<file path="config.mk">
export PLATFORM = sky130hd
export DESIGN_NAME = tmaq_quality
export DESIGN_NICKNAME = d
export VERILOG_FILES = /design/src/rtl/assert_macros.svh /design/src/rtl/tmaq_pkg.sv /design/src/rtl/tmaq_quality.sv
export SDC_FILE = /design/constraint.sdc
export NUM_CORES = 1
export LEC_CHECK = 0
export BUFFER_PORTS_ARGS = -buffer_cell sky130_fd_sc_hd__buf_4
export CAP_MARGIN = 10
export CORE_MARGIN = 5
export CORE_UTILIZATION = 50
export CTS_CLUSTER_SIZE = 10
export DETAILED_ROUTE_END_ITERATION = 6
export HOLD_SLACK_MARGIN = 0.12
export MAX_ROUTING_LAYER = met4
export PLACE_DENSITY = 0.68
export RECOVER_POWER = 25
export SYNTH_ARGS = -nofsm -noshare
export SYNTH_HDL_FRONTEND = slang
export SYNTH_SLANG_ARGS = --single-unit
</file>
<file path="constraint.sdc">
create_clock -name clk -period 6.9 [get_ports clk]
set_input_delay 0.345 -clock clk [delete_from_list [all_inputs] [get_ports clk]]
set_output_delay 0.345 -clock clk [all_outputs]
set_load 0.03 [all_outputs]
</file>
<file path="src/rtl/assert_macros.svh">
// Assertion macros shared by the RTL of the triangle quality core.
// No dependencies; the bodies are empty when SYNTH is defined.
`ifndef ASSERT_MACROS_SVH
`define ASSERT_MACROS_SVH
`ifndef SYNTH
`define AST_CLK_RST(lbl, clk, rstn, prop, msg) \
  lbl: assert property (@(posedge clk) disable iff (!(rstn)) (prop)) \
    else $error(msg);
`define AST_CLK(lbl, clk, prop, msg) \
  lbl: assert property (@(posedge clk) (prop)) else $error(msg);
`else
`define AST_CLK_RST(lbl, clk, rstn, prop, msg)
`define AST_CLK(lbl, clk, prop, msg)
`endif
`endif

</file>
<file path="src/rtl/tmaq_pkg.sv">
// Package for the triangle minimum-angle quality core: widths, constants,
// the CORDIC angle table and the control struct. No dependencies.
`default_nettype none
package tmaq_pkg;

  localparam int COORD_W       = 32;
  localparam int NUM_FIELDS    = 9;
  localparam int DIFF_W        = COORD_W + 1;
  localparam int MAG_W         = COORD_W;
  localparam int LEN_W         = 6;
  localparam int NORM_BITS     = 15;
  localparam int EDGE_W        = NORM_BITS + 1;
  localparam int PROD_W        = 2 * EDGE_W;
  localparam int DOT_W         = PROD_W + 2;
  localparam int CR_W          = PROD_W;
  localparam int SQ_W          = 2 * (CR_W - 1);
  localparam int SUM_W         = 64;
  localparam int ROOT_W        = 32;
  localparam int ISQ_STAGES    = ROOT_W / 2;
  localparam int CORD_W        = 36;
  localparam int ANG_W         = 26;
  localparam int UANG_W        = 24;
  localparam int CORDIC_STEPS  = 23;
  localparam int ANGLE_ONE_DEG = 65536;

  localparam logic signed [ANG_W-1:0] ANG_90  = ANG_W'(90 * ANGLE_ONE_DEG);
  localparam logic signed [ANG_W-1:0] ANG_180 = ANG_W'(180 * ANGLE_ONE_DEG);
  localparam logic [UANG_W-1:0] ANG_180_U = UANG_W'(180 * ANGLE_ONE_DEG);
  localparam logic [UANG_W-1:0] ANG_60_U  = UANG_W'(60 * ANGLE_ONE_DEG);

  // 60 deg in angle units = SIXTY_ODD * 2^SIXTY_SHIFT
  localparam int SIXTY_SHIFT = 18;
  localparam int SIXTY_ODD   = 15;
  localparam int RECIP_SHIFT = 32;
  localparam logic [RECIP_SHIFT-1:0] RECIP_15 = 32'd286331153;

  typedef struct packed {
    logic vld;
    logic degen;
  } tmaq_ctl_t;

  // atan(2^-i) in 2^-16 degree
  function automatic logic signed [ANG_W-1:0] atan_deg(input int step);
    logic signed [ANG_W-1:0] v;
    case (step)
      0:       v = ANG_W'(2949120);
      1:       v = ANG_W'(1740967);
      2:       v = ANG_W'(919879);
      3:       v = ANG_W'(466945);
      4:       v = ANG_W'(234379);
      5:       v = ANG_W'(117304);
      6:       v = ANG_W'(58666);
      7:       v = ANG_W'(29335);
      8:       v = ANG_W'(14668);
      9:       v = ANG_W'(7334);
      10:      v = ANG_W'(3667);
      11:      v = ANG_W'(1833);
      12:      v = ANG_W'(917);
      13:      v = ANG_W'(458);
      14:      v = ANG_W'(229);
      15:      v = ANG_W'(115);
      16:      v = ANG_W'(57);
      17:      v = ANG_W'(29);
      18:      v = ANG_W'(14);
      19:      v = ANG_W'(7);
      20:      v = ANG_W'(4);
      21:      v = ANG_W'(2);
      22:      v = ANG_W'(1);
      default: v = '0;
    endcase
    return v;
  endfunction

endpackage
`default_nettype wire

</file>
<file path="src/rtl/tmaq_quality.sv">
// Angle clamp, minimum of three corners and the rounded quality ratio by
// reciprocal multiply with one correction step. Uses tmaq_pkg.
`default_nettype none
module tmaq_quality #(
  parameter int QUALITY_FRAC_BITS = 16
) (
  input  wire logic                             clk,
  input  wire logic                             rst_n,
  input  wire logic                             en,
  input  wire tmaq_pkg::tmaq_ctl_t              ctl_i,
  input  wire logic [3*tmaq_pkg::ANG_W-1:0]     ang_i,
  output tmaq_pkg::tmaq_ctl_t                   ctl_o,
  output logic [QUALITY_FRAC_BITS:0]            quality_o
);

  localparam int QW     = QUALITY_FRAC_BITS + 1;
  localparam int NUM_W  = tmaq_pkg::UANG_W + QUALITY_FRAC_BITS + 1;
  localparam int M_W    = NUM_W - tmaq_pkg::SIXTY_SHIFT;
  localparam int PRQ_W  = M_W + tmaq_pkg::RECIP_SHIFT;
  localparam int UW     = tmaq_pkg::UANG_W;
  localparam logic [NUM_W-1:0] HALF = NUM_W'(tmaq_pkg::ANG_60_U) >> 1;
  localparam logic [M_W-1:0]   ONE_M = M_W'(1) << QUALITY_FRAC_BITS;
  localparam logic [QW-1:0]    ONE_Q = QW'(1) << QUALITY_FRAC_BITS;

  logic [UW-1:0]        ang1_r [3];
  logic [UW-1:0]        mn2_r;
  logic [M_W-1:0]       m3_r, m4_r, q04_r;
  logic                 ge3_r, ge4_r;
  logic [QW-1:0]        q5_r;
  tmaq_pkg::tmaq_ctl_t  ctl1_r, ctl2_r, ctl3_r, ctl4_r, ctl5_r;

  logic [UW-1:0]        diff3;
  logic [NUM_W-1:0]     num3;
  logic [PRQ_W-1:0]     prod4;
  logic [M_W-1:0]       rem5, q5;
  logic [QW-1:0]        q5_nxt;
  logic signed [tmaq_pkg::ANG_W-1:0] z [3];

  always_comb begin
    for (int i = 0; i < 3; i++) z[i] = signed'(ang_i[i*tmaq_pkg::ANG_W +: tmaq_pkg::ANG_W]);
    diff3 = tmaq_pkg::ANG_60_U - mn2_r;
    num3  = (NUM_W'(diff3) << QUALITY_FRAC_BITS) + HALF;
    prod4 = PRQ_W'(m3_r) * PRQ_W'(tmaq_pkg::RECIP_15);
    rem5  = m4_r - ((q04_r << 4) - q04_r);
    q5    = (rem5 >= M_W'(tmaq_pkg::SIXTY_ODD)) ? q04_r + M_W'(1) : q04_r;
    if (ctl4_r.degen) begin
      q5_nxt = ONE_Q;
    end else if (ge4_r) begin
      q5_nxt = '0;
    end else if (q5 > ONE_M) begin
      q5_nxt = ONE_Q;
    end else begin
      q5_nxt = q5[QW-1:0];
    end
  end

  always_ff @(posedge clk) begin
    if (!rst_n) begin
      ctl1_r <= '0;
      ctl2_r <= '0;
      ctl3_r <= '0;
      ctl4_r <= '0;
      ctl5_r <= '0;
    end else if (en) begin
      ctl1_r <= ctl_i;
      ctl2_r <= ctl1_r;
      ctl3_r <= ctl2_r;
      ctl4_r <= ctl3_r;
      ctl5_r <= ctl4_r;
    end
  end

  always_ff @(posedge clk) begin
    if (en) begin
      for (int i = 0; i < 3; i++) begin
        if (z[i] < 0) begin
          ang1_r[i] <= '0;
        end else if (z[i] > tmaq_pkg::ANG_180) begin
          ang1_r[i] <= tmaq_pkg::ANG_180_U;
        end else begin
          ang1_r[i] <= z[i][UW-1:0];
        end
      end
      if (ang1_r[0] <= ang1_r[1] && ang1_r[0] <= ang1_r[2]) begin
        mn2_r <= ang1_r[0];
      end else if (ang1_r[1] <= ang1_r[2]) begin
        mn2_r <= ang1_r[1];
      end else begin
        mn2_r <= ang1_r[2];
      end
      ge3_r <= mn2_r >= tmaq_pkg::ANG_60_U;
      m3_r  <= num3[NUM_W-1:tmaq_pkg::SIXTY_SHIFT];
      q04_r <= prod4[PRQ_W-1:tmaq_pkg::RECIP_SHIFT];
      m4_r  <= m3_r;
      ge4_r <= ge3_r;
      q5_r  <= q5_nxt;
    end
  end

  assign ctl_o     = ctl5_r;
  assign quality_o = q5_r;

endmodule
`default_nettype wire
</file>
==> key figures <==
Global routing
  • First-pass GRT wire length: between 60 and 70 mm
  • Pin count of the biggest net entering global routing: approximately 70
  • Initial antenna violation count: 0
  • GRT busiest layer: met2
  • Met1 GRT Util: 0.255
  • GRT Util Overall: 0.216
  • Total gr overflow: 0
  • Met2 Track Usage GR: 0.389
  • Vias in the first global route: between 10000 and 15000
  • Met3 Use GR: 0.0244

Finish
  • Ant diodes: 0
  • Layout cells sized above 1: 0.0917
  • Area grow syn2layout: 10.7%
  • Commonest non-fill, non-tap cell in the layout: inv_1
  • Fillers: roughly 2900
  • Nets: between 2000 and 2500
  • Most frequent cells in the layout: inv_1, ha_1, edfxtp_1

Setup path
  • Critical path data required time: about 7.1 ns
  • R2r setup slk: 0.62 ns
  • Startpoint type of the worst setup path: register
  • CP Max Fanout: 4
  • Worst EP arrival: around 6.5 ns
  • Setup CP Type: register to register
  • Crit. End Element: register

Clock tree
  • Clock Tree Root: clkbuf_16
  • CTS clk-pin slew, worst paths: ~0.070 ns
  • Clock Latency Late Sink: around 0.44 ns
  • Clk sinks: ~190
  • Post-CTS Hold Buffers: 0
  • Clock buffer depth: 2
  • Post-CTS setup repair buffer count: 0
  • Num CTS Buffers: 17
  • Post-CTS Resized: 0
  • H-tree Lvls: 4
  • CTS tree: done

Timing
  • Worst Max-Slew Pin Slew: 3.63 ns
  • Final hold violations: 0
  • Total negative slack: 0 ns
  • Slew HR: -1.42
  • Clock skew: ~0.012 ns
  • Max-slew violations: 68
  • Final cycle utilization of the critical path: 0.911
  • Final setup viols: 0
  • WHS: 0.170 ns
  • Unrepaired setup endpoints after global routing: false
  • Max Freq: about 160 MHz
  • Minimum clock period: around 6.3 ns

Route
  • Post-DRT Antenna Nets: 0
  • Via Count: between 10000 and 15000
  • Vias per cell: about 5.5
  • Drt drc: 0
  • Pre-Repair DR Iteration Count: 5
  • Post-DR wirelength/cell: 17.2 um
  • Final wirelength: 37.0 mm
  • Drt initial violations: approximately 520

Floorplan
  • Height of the die: approximately 190 um
  • # IOs: about 100
  • Initial core utilization: 0.504
  • Std cell rows: 66
  • DIE AREA: approximately 36000 um2
  • Core Area: between 30000 and 40000 um2
  • Die width: between 150 and 200 um

Logic synthesis
  • Post-Synthesis Mean Instance Area: 10.1 um2
  • EDFF count, synth: ~180
  • Synth warnings: 0
  • Syn nets: around 2000
  • Yosys reg bits: 191
  • Post-Syn Area: between 15000 and 20000 um2
  • Post-synthesis cell type count: 73
  • Synth Instances: roughly 1600
  • Register area share after synthesis: 0.346
  • Synth async-reset ratio: 0
  • Top_reg_cell synth: edfxtp_1

Status
  • Status: finished, violations left
  • Failing checks: max-capacitance violations, max-slew violations

Run
  • Max-cap violations: 1

Place
  • Port bufs: 101
  • HPWL after DPL: just over 30 mm
  • GPL Wtd Cong: roughly 0.92

Min path
  • Worst min-delay path category: input port to register
==> flip-flops by register name (all words and copies together), names as in the netlist <==
| signal | flops |
|---|---|
| ctl3_r | 2 |
| mn2_r | 24 |
| ge4_r | 1 |
| ge3_r | 1 |
| ang1_r | 72 |
| ctl1_r | 2 |
| quality_o | 17 |
| ctl4_r | 2 |
| ctl_o | 2 |
| ctl2_r | 2 |
| m3_r | 23 |
| q04_r | 20 |
| m4_r | 23 |
==> worst max-delay path: stages (launching register included) <==
cell and delay [ns]:
edfxtp_1 0.44, ha_1 0.36, fa_1 0.46, fa_1 0.50
inv_1 0.11, fa_1 0.55, inv_1 0.05, fa_1 0.51
ha_1 0.32, ha_1 0.34, a21o_1 0.20, a221oi_1 0.37
o21ai_0 0.14, a21o_1 0.19, a221oi_1 0.26, nand2_1 0.16
a21oi_1 0.27, o211a_1 0.22, o31ai_1 0.11, or3_1 0.31
and2_1 0.16
==> synth_stat cells, types with 37 or more instances <==
master	count	share of area
ha_1	238	0.18
o21ai_0	58	0.018
a21oi_1	58	0.018
a21o_1	44	0.020
clkbuf_1	40	0.0092
inv_1	242	0.056
edfxtp_1	181	0.33
fa_1	66	0.081
o21a_1	37	0.017
nor3_1	54	0.017
and2_1	65	0.025
xnor2_1	49	0.026
nor2_1	90	0.021
==> worst paths after layout <==
| check | startpoint | end | cells after the start |
|---|---|---|---|
| max reg2reg | m3_r[22] | q04_r[18] | 20 |
| min reg2reg | ge3_r | ge4_r | 0 |
| max | m3_r[22] | q04_r[18] | 20 |
| min | ctl_i[1] | ctl1_r[1] | 3 |
==> cell families (layout without fill, tap and decap cells) <==
group           count (synthesis)  in the layout  synth area share
simple gates                  449            449             0.154
fa+ha+maj                     304            304             0.264
mux                            21             21            0.0132
compound gates                287            287             0.117
flops                         191            191             0.346
xor+xnor                       70             70            0.0377
buf+inv                       287            380            0.0673
==> metal layers <==
metal,up-vias,part of all wire
met5,-,0
met4,0,0.030
met3,59,0.031
met2,258,0.52
met1,5542,0.42
li1,5874,-
==> through the flow <==
stage / worst slack (ns) / utilization / cells / cell area, um2
floorplan: 1.16 / - / 1609 / 16300
global placement: 0.663 / 0.541 / 2113 / 17500
detailed placement: 0.605 / 0.541 / 2113 / 17500
CTS: 0.583 / 0.559 / 2144 / 18000
global route: 0.219 / 0.558 / 2144 / 18000
finish: 0.616 / 0.558 / 2144 / 18000
==> layout make-up <==
| cell class | count | area [um2] | area share |
|---|---|---|---|
| multi-input combinational | 1131 | 9570 | 0.531 |
| sequential | 191 | 5640 | 0.313 |
| inverter | 242 | 908 | 0.0504 |
| timing repair buffer | 107 | 773 | 0.0429 |
| tap | 442 | 553 | 0.0307 |
| clock buffer | 17 | 425 | 0.0236 |
| clock inverter | 14 | 146 | 0.00813 |
Power is left out: the tool's default activity adds up to more than one toggle a clock period on the data nets, which glitch-free logic cannot reach.
