`config.mk`:
```
export PLATFORM = sky130hd
export DESIGN_NAME = tmaq_isqrt
export DESIGN_NICKNAME = d
export VERILOG_FILES = /design/src/rtl/assert_macros.svh /design/src/rtl/tmaq_pkg.sv /design/src/rtl/tmaq_isqrt.sv
export SDC_FILE = /design/constraint.sdc
export NUM_CORES = 2
export LEC_CHECK = 0
export BUFFER_PORTS_ARGS = -buffer_cell sky130_fd_sc_hd__buf_2
export CORE_ASPECT_RATIO = 1.75
export CORE_MARGIN = 1.5
export CORE_UTILIZATION = 58
export DETAILED_ROUTE_END_ITERATION = 6
export PLACE_DENSITY = 0.77
export SKIP_LAST_GASP = 1
export SLEW_MARGIN = 10
export SYNTH_ARGS = -nofsm -noshare
export SYNTH_HDL_FRONTEND = slang
export SYNTH_SLANG_ARGS = --single-unit
```
`constraint.sdc`:
```
create_clock -name clk -period 6 [get_ports clk]
set_clock_uncertainty 0.1 [all_clocks]
set_input_delay 0.3 -clock clk [delete_from_list [all_inputs] [get_ports clk]]
set_output_delay 0.3 -clock clk [all_outputs]
set_load 0.02 [all_outputs]
```
`src/rtl/assert_macros.svh`:
```
// Assertion macros shared by the RTL of the triangle quality core.
// No dependencies; the bodies are empty when SYNTH is defined.
`ifndef ASSERT_MACROS_SVH
`define ASSERT_MACROS_SVH
`ifndef SYNTH
`define AST_CLK_RST(lbl, clk, rstn, prop, msg) \
  lbl: assert property (@(posedge clk) disable iff (!(rstn)) (prop)) \
    else $error(msg);
`define AST_CLK(lbl, clk, prop, msg) \
  lbl: assert property (@(posedge clk) (prop)) else $error(msg);
`else
`define AST_CLK_RST(lbl, clk, rstn, prop, msg)
`define AST_CLK(lbl, clk, prop, msg)
`endif
`endif

```
`src/rtl/tmaq_pkg.sv`:
```
// Package for the triangle minimum-angle quality core: widths, constants,
// the CORDIC angle table and the control struct. No dependencies.
`default_nettype none
package tmaq_pkg;

  localparam int COORD_W       = 32;
  localparam int NUM_FIELDS    = 9;
  localparam int DIFF_W        = COORD_W + 1;
  localparam int MAG_W         = COORD_W;
  localparam int LEN_W         = 6;
  localparam int NORM_BITS     = 15;
  localparam int EDGE_W        = NORM_BITS + 1;
  localparam int PROD_W        = 2 * EDGE_W;
  localparam int DOT_W         = PROD_W + 2;
  localparam int CR_W          = PROD_W;
  localparam int SQ_W          = 2 * (CR_W - 1);
  localparam int SUM_W         = 64;
  localparam int ROOT_W        = 32;
  localparam int ISQ_STAGES    = ROOT_W / 2;
  localparam int CORD_W        = 36;
  localparam int ANG_W         = 26;
  localparam int UANG_W        = 24;
  localparam int CORDIC_STEPS  = 23;
  localparam int ANGLE_ONE_DEG = 65536;

  localparam logic signed [ANG_W-1:0] ANG_90  = ANG_W'(90 * ANGLE_ONE_DEG);
  localparam logic signed [ANG_W-1:0] ANG_180 = ANG_W'(180 * ANGLE_ONE_DEG);
  localparam logic [UANG_W-1:0] ANG_180_U = UANG_W'(180 * ANGLE_ONE_DEG);
  localparam logic [UANG_W-1:0] ANG_60_U  = UANG_W'(60 * ANGLE_ONE_DEG);

  // 60 deg in angle units = SIXTY_ODD * 2^SIXTY_SHIFT
  localparam int SIXTY_SHIFT = 18;
  localparam int SIXTY_ODD   = 15;
  localparam int RECIP_SHIFT = 32;
  localparam logic [RECIP_SHIFT-1:0] RECIP_15 = 32'd286331153;

  typedef struct packed {
    logic vld;
    logic degen;
  } tmaq_ctl_t;

  // atan(2^-i) in 2^-16 degree
  function automatic logic signed [ANG_W-1:0] atan_deg(input int step);
    logic signed [ANG_W-1:0] v;
    case (step)
      0:       v = ANG_W'(2949120);
      1:       v = ANG_W'(1740967);
      2:       v = ANG_W'(919879);
      3:       v = ANG_W'(466945);
      4:       v = ANG_W'(234379);
      5:       v = ANG_W'(117304);
      6:       v = ANG_W'(58666);
      7:       v = ANG_W'(29335);
      8:       v = ANG_W'(14668);
      9:       v = ANG_W'(7334);
      10:      v = ANG_W'(3667);
      11:      v = ANG_W'(1833);
      12:      v = ANG_W'(917);
      13:      v = ANG_W'(458);
      14:      v = ANG_W'(229);
      15:      v = ANG_W'(115);
      16:      v = ANG_W'(57);
      17:      v = ANG_W'(29);
      18:      v = ANG_W'(14);
      19:      v = ANG_W'(7);
      20:      v = ANG_W'(4);
      21:      v = ANG_W'(2);
      22:      v = ANG_W'(1);
      default: v = '0;
    endcase
    return v;
  endfunction

endpackage
`default_nettype wire

```
`src/rtl/tmaq_isqrt.sv`:
```
// Pipelined integer square root, two result bits per stage, for one corner.
// Carries the dot product and control alongside. Uses tmaq_pkg.
`default_nettype none
module tmaq_isqrt (
  input  wire logic                              clk,
  input  wire logic                              rst_n,
  input  wire logic                              en,
  input  wire tmaq_pkg::tmaq_ctl_t               ctl_i,
  input  wire logic [tmaq_pkg::SUM_W-1:0]        s_i,
  input  wire logic signed [tmaq_pkg::DOT_W-1:0] d_i,
  output tmaq_pkg::tmaq_ctl_t                    ctl_o,
  output logic [tmaq_pkg::ROOT_W-1:0]            root_o,
  output logic signed [tmaq_pkg::DOT_W-1:0]      d_o
);

  localparam int NS    = tmaq_pkg::ISQ_STAGES;
  localparam int REM_W = tmaq_pkg::ROOT_W + 3;
  localparam int RW    = tmaq_pkg::ROOT_W;
  localparam int SW    = tmaq_pkg::SUM_W;

  logic [REM_W-1:0]                rem_r  [NS];
  logic [RW-1:0]                   root_r [NS];
  logic [SW-1:0]                   n_r    [NS];
  logic signed [tmaq_pkg::DOT_W-1:0] d_r  [NS];
  tmaq_pkg::tmaq_ctl_t             ctl_r  [NS];

  for (genvar j = 0; j < NS; j++) begin : g_stage
    logic [REM_W-1:0]                  rem_p, cat_a, t_a, rem_a, cat_b, t_b, rem_nxt;
    logic [RW-1:0]                     root_p, root_a, root_nxt;
    logic [SW-1:0]                     n_p;
    logic signed [tmaq_pkg::DOT_W-1:0] d_p;
    tmaq_pkg::tmaq_ctl_t               ctl_p;

    if (j == 0) begin : g_first
      assign rem_p  = '0;
      assign root_p = '0;
      assign n_p    = s_i;
      assign d_p    = d_i;
      assign ctl_p  = ctl_i;
    end else begin : g_next
      assign rem_p  = rem_r[j-1];
      assign root_p = root_r[j-1];
      assign n_p    = n_r[j-1];
      assign d_p    = d_r[j-1];
      assign ctl_p  = ctl_r[j-1];
    end

    always_comb begin
      cat_a = {rem_p[REM_W-3:0], n_p[SW-1 -: 2]};
      t_a   = REM_W'({root_p, 2'b01});
      if (cat_a >= t_a) begin
        rem_a  = cat_a - t_a;
        root_a = {root_p[RW-2:0], 1'b1};
      end else begin
        rem_a  = cat_a;
        root_a = {root_p[RW-2:0], 1'b0};
      end
      cat_b = {rem_a[REM_W-3:0], n_p[SW-3 -: 2]};
      t_b   = REM_W'({root_a, 2'b01});
      if (cat_b >= t_b) begin
        rem_nxt  = cat_b - t_b;
        root_nxt = {root_a[RW-2:0], 1'b1};
      end else begin
        rem_nxt  = cat_b;
        root_nxt = {root_a[RW-2:0], 1'b0};
      end
    end

    always_ff @(posedge clk) begin
      if (!rst_n) begin
        ctl_r[j] <= '0;
      end else if (en) begin
        ctl_r[j] <= ctl_p;
      end
    end

    always_ff @(posedge clk) begin
      if (en) begin
        rem_r[j]  <= rem_nxt;
        root_r[j] <= root_nxt;
        n_r[j]    <= n_p << 4;
        d_r[j]    <= d_p;
      end
    end
  end

  assign ctl_o  = ctl_r[NS-1];
  assign root_o = root_r[NS-1];
  assign d_o    = d_r[NS-1];

endmodule
`default_nettype wire

```
==> results.sh <==
export IMPL_p_comb_frac=0.478
export IMPL_crit_type="reg2reg"
export IMPL_final_common_cell="edfxtp_1"
export IMPL_synthCells=8553
export IMPL_synth_async_reset_ratio=0
export IMPL_switching_share=0.3866
export IMPL_dp_final_hpwl_um=241000
export IMPL_design_core_area_sq_um=167800
export IMPL_avgSynthCellArea_sq_um=11.45
export IMPL_grt_pass1_vias=82990
export IMPL_ff2ff_path_depth=26
export IMPL_wl_um=348800
export IMPL_failed_checks="DRC, setup timing"
export IMPL_worstMarginPinSlew_ns=1.164
export IMPL_die_x_um=313.6
export IMPL_layout_min_cycle_time_ns=6.267
export IMPL_required_ns=6.48
export IMPL_cts_sinks=1801
export IMPL_portBuffers=170
export IMPL_critPathSlowestCell="edfxtp_1"
export IMPL_clockPowerShare=0.200
export IMPL_crit_buf_inv=5
export IMPL_status="finished with violations"
export IMPL_globalRouteOverflowTotal=0
export IMPL_ys_warnings_count=0
export IMPL_regToRegSetupSlack_ns=-0.27
export IMPL_drc=15
export IMPL_cp_top_family="compound AO/OA/AOI/OAI gates"
export IMPL_fillers=11150
export IMPL_clock_latency_ns=0.87
export IMPL_relSlewSlack=0.2241
export IMPL_arrival_ns=6.75
export IMPL_multi_input_area_sq_um=42790
export IMPL_synth_cell_types=103
export IMPL_grt_use_total=0.3966
export IMPL_critPathMaxStageDelay_ns=0.53
export IMPL_gp_congestion=1.052
export IMPL_drive_above_1_share=0.2459
export IMPL_final_cell_mix="edfxtp_1 (1801), buf_4 (1571), nand2_1 (644)"
export IMPL_antenna_left=0
export IMPL_internal_power_mw=33.44
export IMPL_hold_violations=0
export IMPL_pin_count=171
export IMPL_dr_first_iter_drc_count=7312
export IMPL_clk_path_buf_depth=4
export IMPL_final_net_count=11050
export IMPL_grt_max_degree=212
export IMPL_timing_final_ws_setup_ns=-0.2668
export IMPL_crit_path_frequent_cell="a21o_1"
export IMPL_drv_cap=0
export IMPL_fp_dieH_um=546.6
export IMPL_hold_path_class="in2reg"
export IMPL_ys_seq_area_frac=0.5523
export IMPL_clk_pin_slew_worst_paths_ns=0.07
export IMPL_root_buffer="clkbuf_16"
export IMPL_placed_area_sq_um=112500
export IMPL_grt_pass1_wl_um=502000
export IMPL_fmax_ghz=0.1596
export IMPL_cp_max_fo=6
export IMPL_whs_endpoint="d_r[0][25]"
export IMPL_slew_viol_final=0
export IMPL_pwr_share_seq=0.322
export IMPL_r2r_start="root_r[1][64]"
export IMPL_rsz0062_at_grt="true"
export IMPL_syn_area_sq_um=97930
export IMPL_dieArea_sq_um=171400
export IMPL_r2r_end="rem_r[1][122]"
export IMPL_leakage_nw=49.48
export IMPL_wl_per_cell_um=27.39
export IMPL_finalSetupViolCount=98
export IMPL_cts_max_level=4
export IMPL_cts_inserted_buffers=167
export IMPL_antenna_found_initial=17
export IMPL_seq_area_sq_um=54080
export IMPL_final_cell_area_sq_um=122000
export IMPL_hold_depth=2
export IMPL_ys_flop_type="edfxtp_1"
export IMPL_ys_seq_elements=1801
export IMPL_placementRows=199
export IMPL_cp_end_kind="flop"
export IMPL_hold_path_startpoint="d_i[25]"
export IMPL_irDropWorstVdd_mv=0.3537
export IMPL_cts_tree="built"
export IMPL_p_per_area_nw_per_um2=446.9
export IMPL_startpoint_type="flop"
export IMPL_vias_per_cell=6.295
export IMPL_area_growth_pct=24.57
export IMPL_firstDrtPassIters=7
export IMPL_whs_ns=0.04282
export IMPL_power_switching_mw=21.07
export IMPL_finalCritPeriodShare=1.044
export IMPL_synth_edf_count=1801
export IMPL_start_util=0.5835
export IMPL_vias=80160
[power by group through the flow]
stage | sequential, mW | clock (mW) | combinational [mW]
after global placement | 17.5 | 0 | 22.2
final | 17.6 | 10.9 | 26.1
after global routing | 17.7 | 11.3 | 27.4
after detailed placement | 17.6 | 0 | 22.8
after floorplan | 17.1 | 0 | 13.4
after CTS | 17.4 | 10.9 | 24.0
[registers in the layout (all words and copies together) (netlist names)]
signal,cells
n_r,480
ctl_r,32
root_r,272
d_r,544
rem_r,473
[worst reg2reg max path: stages, from the launching register on]
cell and delay [ns]:
edfxtp_1 0.53, inv_2 0.14, ha_4 0.21, nor2b_4 0.13, o21ai_4 0.21, a21oi_2 0.10
or3_4 0.36, a21bo_2 0.21, a21o_1 0.18, a21o_1 0.17, a31oi_1 0.17, buf_4 0.16
xor2_2 0.14, o21ai_2 0.08, ha_1 0.29, a21o_1 0.17, a21o_1 0.22, a21oi_4 0.26
nand2_4 0.11, a311oi_4 0.43, buf_4 0.21, nor3_2 0.05, o31a_1 0.33, nor4_4 0.39
buf_12 0.19, clkinvlp_4 0.17, mux2_4 0.33
[how the worst max path moves through the flow]
stage,startpoint,end,slack (ns),depth (start not counted)
3_3_place_gp,root_r[1][64],rem_r[1][129],-1.20,27
5_1_grt,root_r[1][64],rem_r[1][122],-0.31,26
2_1_floorplan,rem_r[1][162],rem_r[1][176],0.001,26
3_5_place_dp,root_r[1][64],rem_r[1][136],-1.23,28
4_1_cts,rem_r[1][142],rem_r[1][203],-0.08,25
6_report,root_r[1][64],rem_r[1][122],-0.27,26
[cells in the mapped netlist, drive strengths merged (184+ instances only)]
master | n | area (sq um)
xnor2 | 483 | 4230
a21o | 261 | 1959
o21ai | 489 | 2447
a21oi | 594 | 2973
ha | 557 | 6969
inv | 481 | 1805
nor3 | 195 | 980.9
nor2 | 557 | 2096
xor2 | 276 | 2417
nand2 | 660 | 2477
edfxtp | 1801 | 54080
clkbuf | 184 | 690.7
[layout make-up]
cell class | count | share of cell area
Timing Repair Buffer | 1925 | 0.1241
Multi-Input combinational cell | 6009 | 0.3508
Antenna cell | 11 | 0.0002256
Clock buffer | 197 | 0.03588
Tap cell | 2211 | 0.02268
Sequential cell | 1801 | 0.4433
Clock inverter | 94 | 0.007898
Inverter | 486 | 0.01514
[metrics by stage]
stage	setup TNS (ns)	util	instances	power (mW)	setup slack [ns]
2_1_floorplan	0	-	8555	30.42	0.001101
3_3_place_gp	-95.26	0.6706	12220	39.72	-1.203
3_5_place_dp	-107.92	0.6706	12220	40.40	-1.230
4_1_cts	-0.3134	0.7176	12670	52.34	-0.07589
5_1_grt	-29.22	0.7268	12730	56.39	-0.3091
6_report	-8.408	0.7269	12730	54.52	-0.2668
[kinds of logic (layout without fill, tap and decap cells)]
family / after synthesis / after routing / synth area share
buf+inv: 745 / 2702 / 0.03046
compound gates: 2033 / 2033 / 0.1325
flops: 1801 / 1801 / 0.5523
simple gates: 2526 / 2526 / 0.1310
xor+xnor: 759 / 759 / 0.06788
fa+ha+maj: 557 / 557 / 0.07117
other cells: 1 / 14 / 0.00003829
mux: 131 / 131 / 0.01472
[layer usage]
layer	vias to the layer above	track usage	wire length [um]
met2	4244	0.7450	185300
met5	-	0.0005612	54
met4	8	0.4145	47100
li1	35680	-	-
met1	38090	0.3209	95280
met3	2149	0.08447	21060
[timing repair]
item	4_1_cts	5_1_grt
resized for setup	212	241
buffers inserted	49	57
pin swaps	79	127
endpoints found under the setup margin	229	323
hold endpoints to repair	126	0
hold buffers	107	0
cloned	4	9
Power figures use the tool's default switching activity.
